[config.mk]
export PLATFORM = sky130hd
export DESIGN_NAME = utf16_to_utf8_encoder
export DESIGN_NICKNAME = d
export VERILOG_FILES = /design/src/sv/u2u8_pkg.sv /design/src/sv/utf16_to_utf8_encoder.sv /design/src/sv/u2u8_front.sv /design/src/sv/u2u8_queue.sv /design/src/sv/u2u8_back.sv
export SDC_FILE = /design/constraint.sdc
export NUM_CORES = 1
export LEC_CHECK = 0
export BUFFER_PORTS_ARGS = -buffer_cell sky130_fd_sc_hd__buf_2
export CAP_MARGIN = 20
export CORE_UTILIZATION = 50
export DETAILED_ROUTE_END_ITERATION = 8
export PLACE_DENSITY = 0.67
export REMOVE_ABC_BUFFERS = 1
export SKIP_CTS_REPAIR_TIMING = 1
export SLEW_MARGIN = 20
export SYNTH_ARGS = -nofsm -noshare
export SYNTH_HDL_FRONTEND = slang
export SYNTH_SLANG_ARGS = --single-unit
[constraint.sdc]
create_clock -name aclk -period 5.4 [get_ports aclk]
set_input_delay 1.08 -clock aclk [delete_from_list [all_inputs] [get_ports aclk]]
set_output_delay 1.08 -clock aclk [all_outputs]
set_load 0.05 [all_outputs]
[src/sv/u2u8_pkg.sv]
// shared types and constants for the utf-16 to utf-8 encoder
// no dependencies; used by every module of the block
package u2u8_pkg;

    localparam int COUNT_WIDTH = 16;
    localparam logic [COUNT_WIDTH-1:0] CNT_MAX = {COUNT_WIDTH{1'b1}};

    localparam int QUEUE_DEPTH = 4;
    localparam int QPTR_W      = $clog2(QUEUE_DEPTH);

    localparam int CFG_IDX_W = 1;
    localparam logic [CFG_IDX_W-1:0] REG_OUTPUT_CAPACITY = 1'd0;
    localparam logic [CFG_IDX_W-1:0] REG_UNIT_LIMIT      = 1'd1;

    localparam logic [2:0] STAT_RUNNING  = 3'd0;
    localparam logic [2:0] STAT_ZERO_END = 3'd1;
    localparam logic [2:0] STAT_NO_ROOM  = 3'd2;
    localparam logic [2:0] STAT_LIMIT    = 3'd3;
    localparam logic [2:0] STAT_IGNORED  = 3'd4;

    localparam logic [15:0] SURR_LO    = 16'hD800;
    localparam logic [15:0] SURR_HI    = 16'hDFFF;
    localparam logic [15:0] ONE_MAX    = 16'h007F;
    localparam logic [15:0] TWO_MAX    = 16'h07FF;
    localparam logic [7:0]  LEAD2      = 8'hC0;
    localparam logic [7:0]  LEAD3      = 8'hE0;
    localparam logic [7:0]  CONT       = 8'h80;
    localparam logic [7:0]  SURR_BYTE  = 8'h40;

    // one classified unit waiting for the byte serializer
    typedef struct packed {
        logic [2:0][7:0]        bytes;   // bytes[0] goes out first
        logic [1:0]             nbytes;  // zero: one beat without a byte
        logic [2:0]             status;
        logic [COUNT_WIDTH-1:0] base;    // written count before this item
    } job_t;

endpackage

[src/sv/utf16_to_utf8_encoder.sv]
// utf-16 code unit to utf-8 byte encoder, one beat per output byte, or a lone empty beat
// path: a taken unit is written into a queue slot, then loaded into the serializer job
// register, which raises m_tvalid; throughput: one unit per cycle in while the 4-job queue
// has room, 1 to 3 beats out per unit (one per cycle while m_tready is high, no gap between
// queued jobs), so sustained rate is set by the byte-wide result channel; reset: aresetn
// synchronous active low, clears config, string state, queue
module utf16_to_utf8_encoder (
    input  logic                                aclk,
    input  logic                                aresetn,
    input  logic                                cfg_wr_en,
    input  logic [u2u8_pkg::CFG_IDX_W-1:0]      cfg_addr,
    input  logic [15:0]                         cfg_wdata,
    input  logic                                s_tvalid,
    output logic                                s_tready,
    input  logic [15:0]                         s_tdata,   // code_unit
    input  logic                                s_tuser,   // first_of_string
    output logic                                m_tvalid,
    input  logic                                m_tready,
    output logic [31:0]                         m_tdata,   // out_byte, status, bytes_written
    output logic                                m_tuser,   // byte_present
    output logic                                m_tlast    // last_of_run
);

    u2u8_pkg::job_t push_job, head_job;
    logic           push, full, pop, avail;

    u2u8_front u_front (
        .aclk      (aclk),
        .aresetn   (aresetn),
        .cfg_wr_en (cfg_wr_en),
        .cfg_addr  (cfg_addr),
        .cfg_wdata (cfg_wdata),
        .in_valid  (s_tvalid),
        .in_ready  (s_tready),
        .in_code   (s_tdata),
        .in_first  (s_tuser),
        .q_full    (full),
        .q_push    (push),
        .q_job     (push_job)
    );

    u2u8_queue u_queue (
        .aclk      (aclk),
        .aresetn   (aresetn),
        .push      (push),
        .push_job  (push_job),
        .full      (full),
        .pop       (pop),
        .avail     (avail),
        .head_job  (head_job)
    );

    u2u8_back u_back (
        .aclk      (aclk),
        .aresetn   (aresetn),
        .q_avail   (avail),
        .q_head    (head_job),
        .q_pop     (pop),
        .m_tvalid  (m_tvalid),
        .m_tready  (m_tready),
        .m_tdata   (m_tdata),
        .m_tuser   (m_tuser),
        .m_tlast   (m_tlast)
    );

endmodule

[src/sv/u2u8_front.sv]
// front end: config registers, string state and classification of each code unit
// depends on u2u8_pkg
module u2u8_front (
    input  logic                                aclk,
    input  logic                                aresetn,
    input  logic                                cfg_wr_en,
    input  logic [u2u8_pkg::CFG_IDX_W-1:0]      cfg_addr,
    input  logic [15:0]                         cfg_wdata,
    input  logic                                in_valid,
    output logic                                in_ready,
    input  logic [15:0]                         in_code,
    input  logic                                in_first,
    input  logic                                q_full,
    output logic                                q_push,
    output u2u8_pkg::job_t                      q_job
);

    logic [15:0]                        cap_reg;
    logic [15:0]                        limit_reg;
    logic [u2u8_pkg::COUNT_WIDTH-1:0]   room_reg, room_next;
    logic [u2u8_pkg::COUNT_WIDTH-1:0]   units_reg, units_next;
    logic [u2u8_pkg::COUNT_WIDTH-1:0]   written_reg, written_next;
    logic                               fin_reg, fin_next;

    logic [u2u8_pkg::COUNT_WIDTH-1:0]   room_eff, units_eff, written_eff, units_inc, cap_sat;
    logic                               fin_eff;
    logic                               is_surr, is_one, is_two;
    logic [1:0]                         n;

    assign in_ready = !q_full;
    assign q_push   = in_valid && !q_full;

    always_ff @(posedge aclk) begin
        if (!aresetn) begin
            cap_reg   <= '0;
            limit_reg <= '0;
        end else if (cfg_wr_en) begin
            unique case (cfg_addr)
                u2u8_pkg::REG_OUTPUT_CAPACITY: cap_reg   <= cfg_wdata;
                u2u8_pkg::REG_UNIT_LIMIT:      limit_reg <= cfg_wdata;
                default: ;
            endcase
        end
    end

    always_comb begin
        if (32'(cap_reg) > 32'(u2u8_pkg::CNT_MAX))
            cap_sat = u2u8_pkg::CNT_MAX;
        else
            cap_sat = u2u8_pkg::COUNT_WIDTH'(cap_reg);

        room_eff    = in_first ? cap_sat : room_reg;
        units_eff   = in_first ? '0 : units_reg;
        written_eff = in_first ? '0 : written_reg;
        fin_eff     = in_first ? 1'b0 : fin_reg;

        units_inc = (units_eff == u2u8_pkg::CNT_MAX) ? units_eff : units_eff + 1'b1;

        is_surr = (in_code >= u2u8_pkg::SURR_LO) && (in_code <= u2u8_pkg::SURR_HI);
        is_one  = in_code <= u2u8_pkg::ONE_MAX;
        is_two  = in_code <= u2u8_pkg::TWO_MAX;

        q_job.bytes  = '0;
        q_job.nbytes = 2'd0;
        q_job.status = u2u8_pkg::STAT_RUNNING;
        q_job.base   = written_eff;
        n            = 2'd0;

        room_next    = room_eff;
        units_next   = units_eff;
        written_next = written_eff;
        fin_next     = fin_eff;

        if (fin_eff) begin
            q_job.status = u2u8_pkg::STAT_IGNORED;
        end else if (room_eff == '0) begin
            q_job.status = u2u8_pkg::STAT_NO_ROOM;
            fin_next     = 1'b1;
        end else begin
            units_next = units_inc;
            if (is_surr) begin
                n = 2'd1;
                q_job.bytes[0] = u2u8_pkg::SURR_BYTE;
            end else if (is_one) begin
                n = 2'd1;
                q_job.bytes[0] = in_code[7:0];
            end else if (is_two) begin
                if (room_eff >= u2u8_pkg::COUNT_WIDTH'(2)) begin
                    n = 2'd2;
                    q_job.bytes[0] = u2u8_pkg::LEAD2 | {3'b000, in_code[10:6]};
                    q_job.bytes[1] = u2u8_pkg::CONT | {2'b00, in_code[5:0]};
                end
            end else begin
                if (room_eff >= u2u8_pkg::COUNT_WIDTH'(3)) begin
                    n = 2'd3;
                    q_job.bytes[0] = u2u8_pkg::LEAD3 | {4'b0000, in_code[15:12]};
                    q_job.bytes[1] = u2u8_pkg::CONT | {2'b00, in_code[11:6]};
                    q_job.bytes[2] = u2u8_pkg::CONT | {2'b00, in_code[5:0]};
                end
            end

            if (n == 2'd0) begin
                // multi-byte form does not fit in the room left
                q_job.status = u2u8_pkg::STAT_NO_ROOM;
                fin_next     = 1'b1;
            end else begin
                q_job.nbytes = n;
                room_next    = room_eff - u2u8_pkg::COUNT_WIDTH'(n);
                written_next = written_eff + u2u8_pkg::COUNT_WIDTH'(n);
                if (in_code == 16'd0)
                    q_job.status = u2u8_pkg::STAT_ZERO_END;
                else if (limit_reg != 16'd0 && 32'(units_inc) >= 32'(limit_reg))
                    q_job.status = u2u8_pkg::STAT_LIMIT;
                else if (room_next == '0)
                    q_job.status = u2u8_pkg::STAT_NO_ROOM;
                if (q_job.status != u2u8_pkg::STAT_RUNNING)
                    fin_next = 1'b1;
            end
        end
    end

    always_ff @(posedge aclk) begin
        if (!aresetn) begin
            room_reg    <= '0;
            units_reg   <= '0;
            written_reg <= '0;
            fin_reg     <= 1'b0;
        end else if (q_push) begin
            room_reg    <= room_next;
            units_reg   <= units_next;
            written_reg <= written_next;
            fin_reg     <= fin_next;
        end
    end

endmodule

[src/sv/u2u8_queue.sv]
// short job queue between the classifier and the byte serializer
// depends on u2u8_pkg
module u2u8_queue (
    input  logic            aclk,
    input  logic            aresetn,
    input  logic            push,
    input  u2u8_pkg::job_t  push_job,
    output logic            full,
    input  logic            pop,
    output logic            avail,
    output u2u8_pkg::job_t  head_job
);

    u2u8_pkg::job_t                 slot_reg [u2u8_pkg::QUEUE_DEPTH];
    logic [u2u8_pkg::QPTR_W-1:0]    wptr_reg, rptr_reg;
    logic [u2u8_pkg::QPTR_W:0]      cnt_reg;

    assign full     = cnt_reg == (u2u8_pkg::QPTR_W+1)'(u2u8_pkg::QUEUE_DEPTH);
    assign avail    = cnt_reg != '0;
    assign head_job = slot_reg[rptr_reg];

    always_ff @(posedge aclk) begin
        if (push)
            slot_reg[wptr_reg] <= push_job;
    end

    always_ff @(posedge aclk) begin
        if (!aresetn) begin
            wptr_reg <= '0;
            rptr_reg <= '0;
            cnt_reg  <= '0;
        end else begin
            if (push)
                wptr_reg <= wptr_reg + 1'b1;
            if (pop)
                rptr_reg <= rptr_reg + 1'b1;
            if (push && !pop)
                cnt_reg <= cnt_reg + 1'b1;
            else if (pop && !push)
                cnt_reg <= cnt_reg - 1'b1;
        end
    end

endmodule

[src/sv/u2u8_back.sv]
// back end: one result beat per job byte, or one empty beat if none
// depends on u2u8_pkg
module u2u8_back (
    input  logic                        aclk,
    input  logic                        aresetn,
    input  logic                        q_avail,
    input  u2u8_pkg::job_t              q_head,
    output logic                        q_pop,
    output logic                        m_tvalid,
    input  logic                        m_tready,
    output logic [31:0]                 m_tdata,
    output logic                        m_tuser,
    output logic                        m_tlast
);

    u2u8_pkg::job_t                     job_reg;
    logic                               busy_reg;
    logic [1:0]                         k_reg;
    logic                               present, last, beat;
    logic [7:0]                         byte_out;
    logic [u2u8_pkg::COUNT_WIDTH-1:0]   written;

    always_comb begin
        present  = job_reg.nbytes != 2'd0;
        last     = !present || (k_reg == job_reg.nbytes - 2'd1);
        byte_out = present ? job_reg.bytes[k_reg] : 8'd0;
        written  = present ? job_reg.base + u2u8_pkg::COUNT_WIDTH'(k_reg) + 1'b1
                           : job_reg.base;
        beat     = busy_reg && m_tready;
        q_pop    = q_avail && (!busy_reg || (beat && last));
    end

    assign m_tvalid = busy_reg;
    assign m_tuser  = present;
    assign m_tlast  = last;
    assign m_tdata  = {5'd0, 16'(written), job_reg.status, byte_out};

    always_ff @(posedge aclk) begin
        if (q_pop)
            job_reg <= q_head;
    end

    always_ff @(posedge aclk) begin
        if (!aresetn) begin
            busy_reg <= 1'b0;
            k_reg    <= 2'd0;
        end else if (q_pop) begin
            busy_reg <= 1'b1;
            k_reg    <= 2'd0;
        end else if (beat) begin
            if (last)
                busy_reg <= 1'b0;
            else
                k_reg <= k_reg + 2'd1;
        end
    end

endmodule

==> metrics.md <==
| Metric | Value |
|---|---|
| Status | complete, no violations |
| Initial antenna violation count | 0 |
| Vias | roughly 9.3k |
| Inst Count DP | around 1.6k |
| Core area | about 28000 um^2 |
| DR iter-0 viols | roughly 800 |
| Worst VDD drop | 0.2795 mV |
| Avg Cell Area, Syn | 12.16 um^2 |
| Max-Cap Viols | 0 |
| Crit Path Max Fanout | 16 |
| Post-synth EDFFs | 215 |
| Tmin final | between 4 and 5 ns |
| Area leader, netlist | edfxtp_1 |
| RSZ-0062 raised after global routing | false |
| Row Count | slightly above 60 |
| Area grow syn2layout | 13.05% |
| Grt total ovfl | 0 |
| All-layer global routing usage | 0.2114 |
| Die width | 171.4 um |
| P_int | between 5000 and 6000 uW |
| Synth Flop Type | edfxtp_1 |
| RR Endpoint | u_queue.slot_reg[0][17] |
| Layout cells sized above 1 | 0.1783 |
| Final Skew | between 0.015 and 0.02 ns |
| Final wirelength | approximately 30 mm |
| R2R cell count | 17 |
| First-pass iteration count of the detailed router | 5 |
| Switching Fraction | 0.3369 |
| Final worst-path cycle share | 0.8892 |
| R2R Path Start | u_front.cap_reg[10] |
| # IOs | 75 |
| CTS Sinks | 306 |
| DPL Wire Length | 19.94 mm |
| Startpoint types | primary input |
| Post-Synthesis Cells | between 1k and 1.5k |
| Setup tns final | 0 ns |
| Drt wl/cell | 18.33 um |
| Net Switching | ~2600 uW |
| Vias in the first global route | 9053 |
| Worst reg-to-reg setup slack | roughly 1.0 ns |
| Crit. End Element | register |
| Number of vias per cell | between 5 and 6 |
| Syn. warnings | 0 |
| Hold Path Class | reg2reg |
| Die H | ~170 um |
| Hold_sp | u_front.room_reg[12] |
| Port Buffer Count | 69 |
| Post-layout util | 0.5791 |
| Clk network pwr share | 0.279 |
| Starting Density | 0.5123 |
| Clock latency at the later pin of the worst-skew pair | approximately 0.55 ns |
| Leak Pwr | roughly 0.0056 uW |
| Dominant cells by area after synthesis | edfxtp_1 45%, dfxtp_1 13%, mux4_2 6.7%, nand2_1 3.8%, xnor2_1 2.7% |
| Clock transition at the registers of the reported paths | about 0.060 ns |
| TritonCTS clock tree | yes |
| Max FFs per register | roughly 170 |
| Combinational Power Share | 0.296 |
| Critical Path RT | 5.66 ns |
| Critical Setup Path Class | in2reg |
| Max H-tree Level | 1 |
| Post-layout net count | around 1.3k |
| WHS Path Cells | 1 |
| Yosys top cell area share | 0.4499 |
| Fmax | about 210 MHz |
| Layout Cells excl Fill | about 1.7k |
| Final Wtd Congestion | around 0.90 |
| Distinct cells, synth | 76 |
| PD cells | around 480 nW/um^2 |
| Sequential power share | 0.425 |
| Longest Clk Path Bufs | 3 |
| Final slew viol count | 0 |
| Clock root cell | clkbuf_16 |
| #FFs+latches synth | approximately 310 |
| First-pass GRT wire length | between 40 and 50 mm |
| Remaining antenna violation count | 0 |
| Cell Area, Synth | roughly 14000 um^2 |
| Worst EP arrival | roughly 5.1 ns |
| ANT cells | 0 |
| Final setup vio count | 0 |
| Largest net degree at the start of global routing | 74 |
| Seq/Total Area, Yosys | 0.5769 |
| Slew headroom | 0.3114 |
| Die area | between 20000 and 30000 um^2 |
| Final hold vios | 0 |
| Residual DRC | 0 |
| Hold endpoint | u_front.room_reg[12] |
| Placed Area | ~15000 um^2 |
| Final std cell area, no fill | roughly 16000 um^2 |
| Ys async rst share | 0 |
| Total CTS buffers | 31 |
| Worst-Margin Slew | 1.031 ns |
-- metrics by stage --
step	hold slack (ns)	power, uW	setup WS, ns
finish	0.4781	7793	0.5981
floorplan	0.4411	5027	0.7046
detailed placement	0.4696	5682	0.1070
global route	0.5016	8178	0.3594
global placement	0.4609	5634	0.1936
CTS	0.4801	7863	0.6610
-- worst max-delay path by stage --
stage | from | end | slack [ns]
6_report | s_tuser | u_queue.slot_reg[0][17] | 0.60
5_1_grt | s_tuser | u_queue.slot_reg[0][17] | 0.36
4_1_cts | s_tuser | u_queue.slot_reg[0][17] | 0.66
3_5_place_dp | s_tuser | u_queue.slot_reg[0][17] | 0.11
3_3_place_gp | s_tuser | u_queue.slot_reg[0][17] | 0.19
2_1_floorplan | s_tuser | u_queue.slot_reg[0][17] | 0.70
-- metal layers --
metal | up-vias | share of wire | global-route usage
li1 | 4492 | - | -
met1 | 4546 | 0.46 | 0.2888
met2 | 222 | 0.48 | 0.3625
met3 | 32 | 0.046 | 0.02508
met4 | 0 | 0.014 | 0.04581
met5 | - | 0 | 0
-- cell type report --
cell class                 count  area, um^2
fill                        2299       11790
sequential                   306        8280
multi-input combinational    777        5668
clock buffer                  35       800.8
timing repair buffer         104       620.6
tap                          378       473.0
clock inverter                22       246.5
inverter                      35       131.4
-- logic make-up (layout without fill, tap and decap cells) --
| logic type | Yosys count | count (layout) | synth area share |
|---|---|---|---|
| and+or+nand+nor | 438 | 438 | 0.1536 |
| DFF | 306 | 306 | 0.5769 |
| AOI/OAI and AO/OA | 162 | 162 | 0.07796 |
| buffers and inverters | 101 | 196 | 0.02991 |
| muxes | 82 | 82 | 0.09574 |
| xor gates and xnor gates | 57 | 57 | 0.03479 |
| adders and majority gates | 33 | 33 | 0.03087 |
| other | 1 | 5 | 0.0002613 |
-- power groups by stage --
stage	registers, uW	logic, uW	clock network (uW)
final	3310	2300	2180
after global routing	3360	2500	2320
after CTS	3320	2330	2220
after detailed placement	3360	2320	0
after global placement	3350	2290	0
after floorplan	3390	1640	0
-- synth_stat cells, drive strengths merged (4+ instances only) --
library cell / count
a21boi: 36
a21o: 5
a21oi: 34
a22o: 6
a22oi: 12
a31oi: 7
and2: 18
and3: 18
buf: 23
clkbuf: 43
dfxtp: 91
edfxtp: 215
fa: 4
ha: 29
inv: 33
mux2: 9
mux2i: 30
mux4: 43
nand2: 147
nand2b: 11
nand3: 45
nand4: 25
nor2: 71
nor2b: 34
nor3: 17
nor3b: 6
nor4: 13
nor4b: 5
o211ai: 8
o21ai: 30
or2: 4
or3: 7
xnor2: 44
xor2: 13
-- worst max-delay path, stage by stage --
cell,delay [ns]
buf_2,0.23
buf_4,0.21
nor4b_1,0.15
o21ai_0,0.29
nor3_4,0.08
o21ai_1,0.16
o21ai_1,0.13
nand2_1,0.14
ha_1,0.21
inv_1,0.06
fa_1,0.43
or4_1,0.56
a2bb2oi_2,0.27
and2_1,0.24
buf_4,0.16
nor3_1,0.05
a211oi_1,0.25
a2111o_1,0.23
a21oi_1,0.12
-- cells in the final DEF (no fill, tap or decap), types with 33 or more instances in the layout --
master	Yosys	final
edfxtp_1	215	215
nand2_1	145	145
dfxtp_1	91	89
nor2_1	71	71
buf_2	7	69
nand3_1	45	45
xnor2_1	44	44
mux4_2	43	43
a21boi_0	35	35
nor2b_1	34	34
buf_4	9	34
a21oi_1	33	33
Note: power is estimated with default switching activity, not from simulation.
